## src/rtl/core/bsc_pkg.sv

```systemverilog
package bsc_pkg;

  // divider width, one quotient bit per stage
  localparam int DIV_W = 32;

  // queue geometry, shared by the middle and result queues
  localparam int Q_DEPTH = 4;
  localparam int Q_AW = $clog2(Q_DEPTH);
  localparam logic [Q_AW:0] Q_FULL = (Q_AW + 1)'(Q_DEPTH);

  // configuration register indexes
  localparam int CFG_IW = 3;
  typedef enum logic [CFG_IW-1:0] {
    CFG_AC1_AC2,
    CFG_AC3_AC4,
    CFG_AC5_AC6,
    CFG_B1_B2,
    CFG_MC_MD,
    CFG_OSS
  } cfg_idx_t;

  // compensation constants
  localparam logic signed [31:0] T_RND   = 32'sd8;
  localparam logic signed [31:0] T_OFS   = 32'sd4000;
  localparam logic [31:0]        X3_OFS  = 32'd32768;
  localparam logic [15:0]        B7_SCL  = 16'd50000;
  localparam logic signed [12:0] P_C1    = 13'sd3038;
  localparam logic signed [13:0] P_C2    = -14'sd7357;
  localparam logic signed [31:0] P_C3    = 32'sd3791;

  // calibration set as seen by the back end
  typedef struct packed {
    logic signed [15:0] ac1;
    logic signed [15:0] ac2;
    logic signed [15:0] ac3;
    logic [15:0]        ac4;
    logic [15:0]        ac5;
    logic [15:0]        ac6;
    logic signed [15:0] b1;
    logic signed [15:0] b2;
    logic signed [15:0] mc;
    logic signed [15:0] md;
    logic [1:0]         oss;
  } bsc_cal_t;

  // item after the front end: temperature word and shifted pressure
  typedef struct packed {
    logic [15:0] ut;
    logic [23:0] up;
  } bsc_item_t;

  // finished result
  typedef struct packed {
    logic signed [15:0] temp_dc;
    logic signed [31:0] pres_pa;
    logic               div_err;
  } bsc_res_t;

endpackage

```

## src/rtl/core/bsc_front.sv

```systemverilog
module bsc_front (
  input  logic                          clk,
  input  logic                          rst_n,
  input  logic                          push,
  output logic                          full,
  input  logic [15:0]                   raw_temp,
  input  logic [23:0]                   raw_pressure,
  input  logic                          cfg_valid,
  output logic                          cfg_ready,
  input  logic [bsc_pkg::CFG_IW-1:0]    cfg_index,
  input  logic [31:0]                   cfg_data,
  output bsc_pkg::bsc_cal_t             cal,
  input  logic                          pop,
  output logic                          empty,
  output bsc_pkg::bsc_item_t            item
);
  import bsc_pkg::*;

  logic [31:0] ac12_r, ac34_r, ac56_r, b12_r, mcmd_r;
  logic [1:0]  oss_r;

  bsc_item_t       mem_r [Q_DEPTH];
  logic [Q_AW-1:0] wp_r, rp_r;
  logic [Q_AW:0]   cnt_r;
  logic            wr, rd;
  bsc_item_t       wr_item;

  assign cfg_ready = 1'b1;

  // configuration registers
  always_ff @(posedge clk) begin
    if (!rst_n) begin
      ac12_r <= '0;
      ac34_r <= '0;
      ac56_r <= '0;
      b12_r  <= '0;
      mcmd_r <= '0;
      oss_r  <= '0;
    end else if (cfg_valid) begin
      case (cfg_idx_t'(cfg_index))
        CFG_AC1_AC2: ac12_r <= cfg_data;
        CFG_AC3_AC4: ac34_r <= cfg_data;
        CFG_AC5_AC6: ac56_r <= cfg_data;
        CFG_B1_B2:   b12_r  <= cfg_data;
        CFG_MC_MD:   mcmd_r <= cfg_data;
        CFG_OSS:     oss_r  <= cfg_data[1:0];
        default: ;
      endcase
    end
  end

  // split the packed calibration words
  always_comb begin
    cal.ac1 = ac12_r[31:16];
    cal.ac2 = ac12_r[15:0];
    cal.ac3 = ac34_r[31:16];
    cal.ac4 = ac34_r[15:0];
    cal.ac5 = ac56_r[31:16];
    cal.ac6 = ac56_r[15:0];
    cal.b1  = b12_r[31:16];
    cal.b2  = b12_r[15:0];
    cal.mc  = mcmd_r[31:16];
    cal.md  = mcmd_r[15:0];
    cal.oss = oss_r;
  end

  // align raw pressure to the oversampling setting
  always_comb begin
    wr_item.ut = raw_temp;
    wr_item.up = raw_pressure >> (4'd8 - 4'(oss_r));
  end

  assign full  = (cnt_r == Q_FULL);
  assign empty = (cnt_r == '0);
  assign wr    = push && !full;
  assign rd    = pop && !empty;
  assign item  = mem_r[rp_r];

  // queue storage
  always_ff @(posedge clk) begin
    if (wr) begin
      mem_r[wp_r] <= wr_item;
    end
  end

  // queue pointers
  always_ff @(posedge clk) begin
    if (!rst_n) begin
      wp_r  <= '0;
      rp_r  <= '0;
      cnt_r <= '0;
    end else begin
      if (wr) begin
        wp_r <= wp_r + 1'b1;
      end
      if (rd) begin
        rp_r <= rp_r + 1'b1;
      end
      if (wr && !rd) begin
        cnt_r <= cnt_r + 1'b1;
      end else if (rd && !wr) begin
        cnt_r <= cnt_r - 1'b1;
      end
    end
  end

endmodule

```

## config.mk

```make
export PLATFORM = sky130hd
export DESIGN_NAME = bsc_front
export DESIGN_NICKNAME = d
export VERILOG_FILES = /design/src/rtl/core/bsc_pkg.sv /design/src/rtl/core/bsc_front.sv
export SDC_FILE = /design/constraint.sdc
export NUM_CORES = 1
export LEC_CHECK = 0
export BUFFER_PORTS_ARGS = -buffer_cell sky130_fd_sc_hd__buf_4
export CAP_MARGIN = 10
export CORE_MARGIN = 1
export CORE_UTILIZATION = 58
export DETAILED_ROUTE_END_ITERATION = 8
export PLACE_DENSITY = 0.85
export RECOVER_POWER = 100
export SLEW_MARGIN = 20
export SYNTH_ARGS = -nofsm -noshare
export SYNTH_HDL_FRONTEND = slang
export SYNTH_SLANG_ARGS = --single-unit
```

## constraint.sdc

```tcl
create_clock -name clk -period 5.3 [get_ports clk]
set_input_delay 1.06 -clock clk [delete_from_list [all_inputs] [get_ports clk]]
set_output_delay 1.06 -clock clk [all_outputs]
set_load 0.01 [all_outputs]
```

==> key figures <==
Power and ir drop
  • Pwr Density: 418 mW/mm^2
  • Final Power: 6.37 mW
  • Max VDD drop: 0.000262 V
  • Leakage power: 5.12 nW

Floorplanning
  • Row cnt: 53
  • IO Pins: 285
  • Starting density of the core: 0.599
  • Chip width: 150 um
  • DIE HEIGHT: 150 um
  • Core Area: 0.0213 mm^2
  • Die ar.: 0.0226 mm^2

Synth
  • Ys flop type: dfxtp_1
  • Post-synthesis adder-cell area fraction: 0.00746
  • Synth Cell Area: 0.0128 mm^2
  • Register area share after synthesis: 0.645
  • Count leader, synth: nand2_1
  • Synth Area in Compound Gates: 0.103
  • Simple-Gate Fraction of Synth Area: 0.117
  • Fraction of registers with async set/reset: 0
  • Ys Warns: 0
  • Mux cell area share after synthesis: 0.0932
  • EDFF count, synth: 160
  • #FFs+latches synth: 331
  • Top-area cell type share of the netlist area: 0.377
  • Synth cell types: 46
  • Xor/xnor share of the synthesized area: 0.00275
  • Synth Instances: 1,035
  • Ranking of synthesized cells by area: edfxtp_1 38%, dfxtp_1 27%, mux4_2 7.1%, nand2_1 6.7%, a21boi_1 3.5%
  • Syn_area_per_cell: 12.3 um^2
  • Dominant cell type by area after synthesis: edfxtp_1
  • Largest family of logic cells by synthesized area: simple AND/OR/NAND/NOR gates
  • Top cell types by occurrence after synthesis: 229 x nand2_1, 171 x dfxtp_1, 160 x edfxtp_1

Detailed routing
  • Residual DRC count: 0
  • DR WL/cell: 19.9 um
  • Initial DRT Pass Iterations: 5
  • 1st-iter DRT viols: 597
  • Total number of vias: 9,023
  • WL final: 31,700 um
  • Antenna-violating nets left: 0
  • Vias per cell: 5.66

Clocking
  • H-tree Lvls: 2
  • Largest buffer count on any clock path: 3
  • CTS tree: yes
  • Clock-pin transition on the worst setup and hold timing paths: 0.06 ns
  • Clk_lat worst skew: 0.51 ns
  • Clk sinks: 331
  • Clock Tree Root: clkbuf_16
  • Cts hold-fix bufs: 0
  • Post-CTS Setup Bufs: 0
  • Num CTS Buffers: 34
  • Post-CTS sizing: 0

Critical path
  • Depth of the most critical reg-to-reg path: 3
  • FF-to-FF setup slack: 1.50 ns
  • Max FO, Critical Path: 103
  • Crit Reg-Reg Endpoint: mem_r[0][20]
  • Crit path capture type: register
  • WP data arrival: 4.52 ns
  • RR Startpoint: cnt_r[0]
  • CP startpoint kind: primary input
  • Critical path class: primary input to register
  • Start point of the critical path: rst_n
  • Setup crit end: b12_r[6]
  • CP Data Required Time: 5.67 ns

STA
  • Worst Tran Pin Value: 3.01 ns
  • Period utilization: 0.783
  • Final setup TNS: 0 ns
  • RSZ-0062 raised after global routing: false
  • Max Slew Vio Count: 381
  • Fmax: 241 MHz
  • Clock skew after layout: 0.00871 ns
  • # setup viols final: 0
  • Hold Vio Cnt, Final: 0
  • Worst slew margin: -1.01
  • Tmin final: 4.15 ns

GRT
  • Largest net degree at the start of global routing: 104
  • GRT Util Overall: 0.281
  • Initial antenna violation count: 2
  • Vias in the first global route: 9,032
  • Grt total ovfl: 0
  • First-pass GRT wire length: 48,200 um

Finish
  • Layout cells sized above 1: 0.126
  • Net count, final: 1,381
  • P&R area growth vs syn: 19.6%

Place
  • Final HPWL DP: 20,700 um
  • Port Buffers: 279
  • Gpl congestion: 0.863

Job
  • Max-Cap Viols: 8

Outcome
  • Failing checks: max-capacitance violations, max-slew violations
  • Outcome: complete, but fails checks

Hold path
  • Min-Delay Path Class: register to register
## per-layer routing
metal | part of all wire | GRT usage | vias up
met5 | 0 | 0 | -
met4 | 0.028 | 0.106 | 0
met3 | 0.095 | 0.0861 | 59
met2 | 0.49 | 0.464 | 403
met1 | 0.39 | 0.348 | 4352
li1 | - | - | 4209
## worst min path at each step
stage | from | to | slack (ns) | cells past startpoint
final | ac12_r[29] | ac12_r[29] | 0.46 | 2
after detailed placement | mcmd_r[23] | mcmd_r[23] | 0.45 | 2
after CTS | mcmd_r[23] | mcmd_r[23] | 0.45 | 2
after global placement | mcmd_r[15] | mcmd_r[15] | 0.44 | 2
after global routing | ac12_r[29] | ac12_r[29] | 0.48 | 2
after floorplan | wp_r[1] | wp_r[1] | 0.47 | 2
## power breakdown
group          total (mW)  internal (mW)  leakage (nW)  switching (mW)
clock                2.39           1.45         0.554           0.937
combinational       0.949          0.437          1.71           0.512
sequential           3.03           2.89          2.86           0.140
total                6.37           4.78          5.12            1.59
## flip-flops by register name, summed over array words and instances (netlist names), named ones only
| signal | count |
|---|---|
| ac12_r | 32 |
| ac34_r | 32 |
| ac56_r | 32 |
| b12_r | 32 |
| cnt_r | 3 |
| mcmd_r | 32 |
| mem_r | 160 |
| oss_r | 2 |
| rp_r | 2 |
| wp_r | 2 |
## cells by family (layout without fill, tap and decap cells)
group / count (synthesis) / in the layout
AOI/OAI and AO/OA: 199 / 199
DFF: 331 / 331
buffers and inverters: 86 / 354
muxes: 67 / 67
adders and majority gates: 7 / 7
other: 2 / 19
xor gates and xnor gates: 4 / 4
and+or+nand+nor: 339 / 339
## stage by stage
stage / instance area [um^2] / utilization / hold slack [ns] / cells / setup slack (ns)
after floorplan: 12800 / - / 0.468 / 1050 / 2.49
after global placement: 15000 / 0.704 / 0.441 / 1533 / 2.07
after detailed placement: 15000 / 0.704 / 0.447 / 1533 / 2.00
after CTS: 16100 / 0.757 / 0.455 / 1593 / 1.46
after global routing: 15200 / 0.716 / 0.476 / 1595 / 0.893
final: 15200 / 0.716 / 0.455 / 1595 / 1.15
## area by class of cell
| cell class | count | area [um^2] |
|---|---|---|
| clock buffers | 54 | 1050 |
| multi-input cells | 633 | 4190 |
| well taps | 275 | 344 |
| inverters | 6 | 22.5 |
| repair buffers | 288 | 1330 |
| flip-flops and latches | 331 | 8230 |
| fillers | 1610 | 6040 |
| diodes | 2 | 5.00 |
| clock inverters | 6 | 78.8 |
## cells in the final DEF, fill, tap and decap left out, drive strengths merged, types with 17 or more instances in the layout
cell,n
conb,17
nand2,229
o22ai,19
o21ai,68
a21boi,97
dfxtp,171
buf,65
edfxtp,160
nand3,64
clkbuf,277
mux4,40
## critical path, cell delays in order
cell	delay, ns
buf_4	0.67
clkbuf_1	2.06
nand2_1	0.33
o21ai_0	0.33
Note: power is estimated with default switching activity, not from simulation.
