==> config.mk <==
export PLATFORM = sky130hd
export DESIGN_NAME = bsc_outq
export DESIGN_NICKNAME = d
export VERILOG_FILES = /design/src/rtl/core/bsc_pkg.sv /design/src/rtl/core/bsc_outq.sv
export SDC_FILE = /design/constraint.sdc
export NUM_CORES = 1
export LEC_CHECK = 0
export BUFFER_PORTS_ARGS = -buffer_cell sky130_fd_sc_hd__buf_4
export CAP_MARGIN = 20
export CORE_MARGIN = 8
export CORE_UTILIZATION = 51
export CTS_CLUSTER_DIAMETER = 60
export DETAILED_ROUTE_END_ITERATION = 10
export PLACE_DENSITY = 0.75
export SLEW_MARGIN = 20
export SYNTH_ARGS = -nofsm -noshare
export SYNTH_HDL_FRONTEND = slang
export SYNTH_SLANG_ARGS = --single-unit
==> constraint.sdc <==
create_clock -name clk -period 2.21 [get_ports clk]
set_input_delay 0.221 -clock clk [delete_from_list [all_inputs] [get_ports clk]]
set_output_delay 0.221 -clock clk [all_outputs]
set_load 0.02 [all_outputs]
==> src/rtl/core/bsc_pkg.sv <==
package bsc_pkg;

  // divider width, one quotient bit per stage
  localparam int DIV_W = 32;

  // queue geometry, shared by the middle and result queues
  localparam int Q_DEPTH = 4;
  localparam int Q_AW = $clog2(Q_DEPTH);
  localparam logic [Q_AW:0] Q_FULL = (Q_AW + 1)'(Q_DEPTH);

  // configuration register indexes
  localparam int CFG_IW = 3;
  typedef enum logic [CFG_IW-1:0] {
    CFG_AC1_AC2,
    CFG_AC3_AC4,
    CFG_AC5_AC6,
    CFG_B1_B2,
    CFG_MC_MD,
    CFG_OSS
  } cfg_idx_t;

  // compensation constants
  localparam logic signed [31:0] T_RND   = 32'sd8;
  localparam logic signed [31:0] T_OFS   = 32'sd4000;
  localparam logic [31:0]        X3_OFS  = 32'd32768;
  localparam logic [15:0]        B7_SCL  = 16'd50000;
  localparam logic signed [12:0] P_C1    = 13'sd3038;
  localparam logic signed [13:0] P_C2    = -14'sd7357;
  localparam logic signed [31:0] P_C3    = 32'sd3791;

  // calibration set as seen by the back end
  typedef struct packed {
    logic signed [15:0] ac1;
    logic signed [15:0] ac2;
    logic signed [15:0] ac3;
    logic [15:0]        ac4;
    logic [15:0]        ac5;
    logic [15:0]        ac6;
    logic signed [15:0] b1;
    logic signed [15:0] b2;
    logic signed [15:0] mc;
    logic signed [15:0] md;
    logic [1:0]         oss;
  } bsc_cal_t;

  // item after the front end: temperature word and shifted pressure
  typedef struct packed {
    logic [15:0] ut;
    logic [23:0] up;
  } bsc_item_t;

  // finished result
  typedef struct packed {
    logic signed [15:0] temp_dc;
    logic signed [31:0] pres_pa;
    logic               div_err;
  } bsc_res_t;

endpackage

==> src/rtl/core/bsc_outq.sv <==
module bsc_outq (
  input  logic               clk,
  input  logic               rst_n,
  input  logic               push,
  input  bsc_pkg::bsc_res_t  wr_data,
  input  logic               pop,
  output logic               empty,
  output logic               full,
  output bsc_pkg::bsc_res_t  rd_data
);
  import bsc_pkg::*;

  bsc_res_t        mem_r [Q_DEPTH];
  logic [Q_AW-1:0] wp_r, rp_r;
  logic [Q_AW:0]   cnt_r;
  logic            wr, rd;

  assign full    = (cnt_r == Q_FULL);
  assign empty   = (cnt_r == '0);
  assign wr      = push && !full;
  assign rd      = pop && !empty;
  assign rd_data = mem_r[rp_r];

  // storage
  always_ff @(posedge clk) begin
    if (wr) begin
      mem_r[wp_r] <= wr_data;
    end
  end

  // pointers and fill count
  always_ff @(posedge clk) begin
    if (!rst_n) begin
      wp_r  <= '0;
      rp_r  <= '0;
      cnt_r <= '0;
    end else begin
      if (wr) begin
        wp_r <= wp_r + 1'b1;
      end
      if (rd) begin
        rp_r <= rp_r + 1'b1;
      end
      if (wr && !rd) begin
        cnt_r <= cnt_r + 1'b1;
      end else if (rd && !wr) begin
        cnt_r <= cnt_r - 1'b1;
      end
    end
  end

endmodule

==> results of run 1 <==
-- layout make-up --
type | count | area [sq um]
diodes | 1 | 2.50
clock buffers | 30 | 559
clock inverters | 7 | 33.8
fillers | 938 | 4660
inverters | 3 | 11.3
multi-input cells | 83 | 1410
flip-flops and latches | 205 | 6070
well taps | 184 | 230
repair buffers | 173 | 1560
-- Yosys cell counts (2+ instances only) --
| master | count | area (sq um) |
|---|---|---|
| nand2_1 | 4 | 15.0 |
| mux4_2 | 47 | 1060 |
| buf_4 | 3 | 22.5 |
| buf_2 | 3 | 15.0 |
| and2_1 | 8 | 50.1 |
| xnor2_1 | 3 | 26.3 |
| nor2b_1 | 2 | 12.5 |
| mux4_1 | 2 | 52.6 |
| buf_1 | 3 | 11.3 |
| inv_1 | 3 | 11.3 |
| mux2i_1 | 3 | 30.0 |
| edfxtp_1 | 196 | 5890 |
| dfxtp_1 | 9 | 180 |
| ha_1 | 5 | 62.6 |
| buf_12 | 2 | 40.0 |
-- stage by stage --
step           setup TNS, ns  std cells   util  total power (W)
2_1_floorplan              0        304      -          0.00692
3_3_place_gp               0        593  0.595          0.00805
3_5_place_dp        -0.00826        593  0.595          0.00810
4_1_cts              -0.0341        679  0.674           0.0114
5_1_grt                    0        686  0.679           0.0118
6_report                   0        686  0.679           0.0113
-- layer usage --
layer,GRT usage,up-vias
li1,-,1654
met2,0.269,103
met4,0.0364,0
met1,0.189,1908
met3,0.0317,17
met5,0,-
-- path summary, 6_finish.rpt --
check | start | to | slack [ns]
max | register | rd_data[39] | 0.08
min | rst_n | rp_r[0] | 0.04
max reg2reg | cnt_r[2] | cnt_r[2] | 0.09
min reg2reg | wp_r[0] | wp_r[0] | 0.51
-- worst max-delay path, delay by kind of cell, from the launching register on --
kind	cells	cell delay, ns
mux	1	0.56
flops	1	0.45
buf+inv	2	0.42
-- registers in the layout, indices dropped and copies added (netlist names), named ones only --
signal  flops
mem_r     196
cnt_r       3
rp_r        2
wp_r        2
-- kinds of logic after synthesis --
group / share of synthesized area
and+or+nand+nor: 0.0127
buffers and inverters: 0.0152
AOI/OAI and AO/OA: 0.00380
adders and majority gates: 0.0109
muxes: 0.151
xor gates and xnor gates: 0.00463
DFF: 0.802
-- power groups by stage --
stage	clock, W	combinational (W)	sequential, W
after detailed placement	0	0.00312	0.00498
after global placement	0	0.00310	0.00494
after CTS	0.00314	0.00331	0.00491
final	0.00305	0.00339	0.00490
after floorplan	0	0.00203	0.00489
after global routing	0.00328	0.00361	0.00494
-- what timing repair did --
item	CTS	global route
gates cloned	0	1
setup buffers	0	5
hold buffers	49	0
hold endpoints to repair	196	0
resized for setup	15	3
endpoints found under the setup margin	19	40
==> key figures, run 1 <==
Logic synthesis
  – Seq/Total Area, Yosys: 0.802
  – Post-Synthesis Cells: 304
  – Post-synth EDFFs: 196
  – Yosys cell types: 26
  – Synth Register Bits: 205
  – Syn_nets: 363
  – Main synth FF type: edfxtp_1
  – Post-Syn Area: 0.00756 sq mm
  – Synth warn: 0
  – Async SR Flop Fraction: 0
  – Syn avg cell area: 24.9 sq um

Detailed routing
  – Routed met1 length: 6.04 mm
  – DRT Pass-1 Iters: 4
  – Top routing layer used: met4
  – Drt initial violations: 198
  – Antenna viol nets, final: 0
  – WL/cell: 21.1 um
  – Post-Route WL: 14.5 mm
  – Residual DRC: 0
  – Vias per inst: 5.37
  – DR WL met3: 799 um
  – Vias: 3682
  – Met2 WL post-DR: 7.45 mm

Pwr
  – Sw frac: 0.276
  – Clock power share: 0.269
  – P_int: 0.00821 W
  – Flop pwr share: 0.432
  – Maximum VDD drop: 0.000665 V
  – Leakage power: 3.41 nW
  – Combinational Power Share: 0.299
  – P_sw: 0.00313 W
  – Power Dens Cells: 1150 mW/mm^2

Global route
  – Vias in the first global route: 4010
  – Initial antenna violation count: 1
  – Largest net degree at the start of global routing: 37
  – Global-route wire length before repair: 22.1 mm
  – GR Overflow Total: 0
  – Tot GR Track Use: 0.153

Timing
  – Hold WS: 0.0434 ns
  – Final worst path period need: 2.13 ns
  – Period utilization: 0.963
  – Slew Limit Headroom: 0.635
  – F_max: 470 MHz
  – Worst slew pin tran: 0.541 ns
  – Layout Skew: 0.0110 ns
  – Endpoints failing setup: 0
  – Fin worst setup slack: 0.0811 ns
  – Setup repair after global routing missed its margin: no
  – Hold Fails Final Rpt: 0
  – Pins Over Slew Limit: 0

Worst setup path
  – Worst Path Class, Setup: register to output pin
  – Critical Path RT: 1.99 ns
  – Max Fanout on Critical Path: 10
  – Worst path max stage delay: 0.56 ns
  – Critical Path Sink Type: output pin
  – Most frequent CP cell: buf_4
  – Arr. time, crit path: 1.91 ns
  – CP max stage cell: mux4_2
  – Critical path, cell by cell: buf_4, mux4_2, buf_4
  – Startpoint types: register
  – R2R cell count: 8

Clock network
  – CTS tree: built
  – Clock Latency Late Sink: 0.47 ns
  – H-tree depth: 1
  – Clock slew at reported path FFs: 0.06 ns
  – CTS buffer count: 21
  – Clock sinks: 205
  – Clock Path Buffers: 3
  – Clk root buf: clkbuf_16

Place
  – Port buffer count: 103
  – DP Area: 0.00865 sq mm
  – Setup WS pre-CTS: -0.00826 ns
  – RD Place Congestion: 0.682
  – Detailed Place HPWL: 8.78 mm

Status
  – Status: finished, final reports clean

Floorplan
  – Die X: 138 um
  – Total die area: 0.0190 sq mm
  – IO Count: 104
  – Starting Density: 0.520
  – Row count: 44
  – Die height: 138 um
  – Core area: 0.0145 sq mm

Layout
  – Final instance area: 0.00988 sq mm
  – Layout cells sized above 1: 0.409
  – Most frequent cells in the layout: edfxtp_1, buf_4, dlygate4sd3_1
  – Fin nets: 546
  – Commonest non-fill, non-tap cell in the layout: edfxtp_1
  – Area delta synth->final: 30.5%

Worst hold path
  – HP Class: primary input to register
  – Hold Crit Depth: 2

Flow run
  – Max Cap Violations: 0
Power figures use the tool's default switching activity.
==> inputs of run 2 (changes only) <==
--- a/config.mk
+++ b/config.mk
@@ -5,6 +5,7 @@
 export SDC_FILE = /design/constraint.sdc
 export NUM_CORES = 1
 export LEC_CHECK = 0
+export ABC_AREA = 1
 export BUFFER_PORTS_ARGS = -buffer_cell sky130_fd_sc_hd__buf_4
 export CAP_MARGIN = 20
 export CORE_MARGIN = 8
==> run 2 against run 1 <==
Against the previous run: hold slack better by 0.0058 ns; final cell count is 33% higher; critical endpoint is now rd_data[25]; critical path depth is 2 higher; total power is 1.3% higher; worst setup slack better by 0.065 ns; sequential share of layout area is 0.76 points lower; utilization is 1.5 points lower; clock power is 3% higher; cell area is 1.2% higher; combinational power is 2% higher; routed wire length is 19% higher.
==> key figures, run 2 <==
Status
  – Status: finished, final reports clean

Floorplan
  – IO Count: 104
  – Die height: 139 um
  – Row count: 45
  – Total die area: 0.0194 sq mm
  – Core area: 0.0150 sq mm
  – Starting Density: 0.515
  – Die X: 139 um

Logic synthesis
  – Most frequent cell after synthesis: edfxtp_1
  – Syn_nets: 603
  – Synth area leader: edfxtp_1
  – Syn avg cell area: 14.2 sq um
  – Yosys cell types: 21
  – Post-Synthesis Cells: 544
  – Area contributors post-synth: edfxtp_1, o21ai_0, nor2_1
  – Post-Syn Area: 0.00775 sq mm
  – Post-synth EDFFs: 196
  – Synth Register Bits: 205
  – Top post-synthesis cells by count: edfxtp_1, nor2_1, o21ai_0
  – Async SR Flop Fraction: 0
  – Synth warn: 0
  – Seq/Total Area, Yosys: 0.783
  – Main synth FF type: edfxtp_1
  – Top-area cell type share of the netlist area: 0.760

Timing
  – Setup repair after global routing missed its margin: no
  – Layout Skew: 0.00929 ns
  – Slew Limit Headroom: 0.687
  – Endpoints failing setup: 0
  – F_max: 484 MHz
  – Fin worst setup slack: 0.146 ns
  – Pins Over Slew Limit: 0
  – Final worst path period need: 2.06 ns
  – Worst slew pin tran: 0.470 ns
  – Period utilization: 0.934
  – Hold Fails Final Rpt: 0

Worst setup path
  – Worst Path Class, Setup: register to output pin
  – Critical path, cell by cell: buf_4, buf_4, o21ai_0, o22ai_1, buf_4
  – Reg2reg end: cnt_r[2]
  – Critical R2R Launch: cnt_r[1]
  – CP Depth: 5
  – Reg2reg setup slack: 0.28 ns
  – Crit path capture: rd_data[25]
  – Most frequent CP cell: buf_4
  – Max Fanout on Critical Path: 18
  – CP max stage cell: dfxtp_4
  – R2R cell count: 12
  – Buf/Inv on CP: 3
  – Arr. time, crit path: 1.84 ns
  – Critical Path RT: 1.99 ns
  – Critical Path Sink Type: output pin
  – CP delay by family, top: buffers and inverters
  – Worst path max stage delay: 0.47 ns
  – Startpoint types: register

Global route
  – Largest net degree at the start of global routing: 43
  – Tot GR Track Use: 0.171
  – Initial antenna violation count: 1
  – Global-route wire length before repair: 26.6 mm
  – Vias in the first global route: 5150
  – GR Overflow Total: 0

Detailed routing
  – WL/cell: 18.9 um
  – Post-Route WL: 17.3 mm
  – Drt initial violations: 341
  – Residual DRC: 0
  – Antenna viol nets, final: 0
  – Vias per inst: 5.58
  – Vias: 5088
  – DRT Pass-1 Iters: 4

Place
  – RD Place Congestion: 0.717
  – DP Area: 0.00880 sq mm
  – Detailed Place HPWL: 9.96 mm
  – Setup WS pre-CTS: 0.324 ns
  – Port buffer count: 103

Pwr
  – P_int: 0.00787 W
  – Combinational Power Share: 0.301
  – Sw frac: 0.315
  – P_sw: 0.00361 W
  – Power Dens Cells: 1150 mW/mm^2
  – Leakage power: 3.63 nW
  – Maximum VDD drop: 0.000647 V
  – Flop pwr share: 0.424
  – Clock power share: 0.275

Layout
  – Biggest regs: mem_r x196, cnt_r x3
  – Fin nets: 770
  – Final instance area: 0.0100 sq mm
  – Register Area: 0.00607 sq mm
  – Max reg flops: 196
  – Commonest non-fill, non-tap cell in the layout: edfxtp_1
  – Fillers: 1068
  – Most frequent cells in the layout: edfxtp_1, buf_4, nor2_1
  – Area of the multi-input gates: 0.00144 sq mm
  – Area delta synth->final: 29.0%
  – Layout cells sized above 1: 0.224
  – Most flops, register: mem_r

Flow run
  – Max Cap Violations: 0

Clock network
  – Clock slew at reported path FFs: 0.06 ns
  – Clock Latency Late Sink: 0.48 ns
  – Clk root buf: clkbuf_16
  – Clock Path Buffers: 3
  – H-tree depth: 1
  – CTS buffer count: 20
  – Clock sinks: 205
  – CTS tree: built

Worst hold path
  – HP Class: primary input to register
run 2: layout make-up:
type / instances / share of cell area
Inverter: 18 / 0.00939
Sequential cell: 205 / 0.607
Multi-Input combinational cell: 290 / 0.144
Tap cell: 188 / 0.0235
Clock inverter: 9 / 0.00701
Clock buffer: 25 / 0.0541
Antenna cell: 1 / 0.000250
Timing Repair Buffer: 176 / 0.154
run 2: kinds of logic after synthesis:
| logic type | after synthesis | synth area share |
|---|---|---|
| AOI/OAI and AO/OA | 151 | 0.105 |
| and+or+nand+nor | 132 | 0.0651 |
| adders and majority gates | 6 | 0.0107 |
| DFF | 205 | 0.783 |
| buffers and inverters | 49 | 0.0347 |
| xor gates and xnor gates | 1 | 0.00113 |
run 2: worst min path at each step:
stage	from	to	slack, ns	depth (start not counted)
after floorplan	wr_data[0]	mem_r[0][0]	0.32	0
after global placement	wr_data[22]	mem_r[2][22]	0.42	1
after detailed placement	wr_data[6]	mem_r[3][6]	0.42	1
after CTS	push	wp_r[0]	0.04	4
after global routing	push	wp_r[0]	0.04	4
final	push	wp_r[0]	0.05	4
run 2: tightest hold or removal path: cells and delay by family:
kind	cells	cell delay [ns]
buffers and inverters	1	0.10
and+or+nand+nor	3	0.15
run 2: power groups by stage:
stage               logic, W  registers [W]  clock network, W
floorplan            0.00195        0.00490                 0
global placement     0.00315        0.00497                 0
detailed placement   0.00323        0.00499                 0
CTS                  0.00339        0.00489           0.00321
global route         0.00373        0.00490           0.00335
finish               0.00346        0.00487           0.00315
run 2: per-stage QoR:
stage	utilization	instances	TNS (ns)	hold slack (ns)	total power, W
detailed placement	0.585	821	0	0.425	0.00822
CTS	0.661	906	0	0.0386	0.0115
global placement	0.585	821	0	0.421	0.00812
finish	0.665	912	0	0.0492	0.0115
global route	0.665	912	0	0.0445	0.0120
floorplan	-	544	-37.40	0.320	0.00685
run 2: layer usage:
layer / track usage / part of all wire
met5: 0 / 0
met4: 0.0427 / 0.014
met3: 0.0455 / 0.073
met2: 0.292 / 0.49
met1: 0.214 / 0.43
run 2: timing repair:
item                                    4_1_cts  5_1_grt
endpoints found under the setup margin       45       17
hold buffers                                 50        0
buffers inserted                              1        5
endpoints found under the hold margin       198        0
resized for setup                             2        4
pin swaps                                     0        0
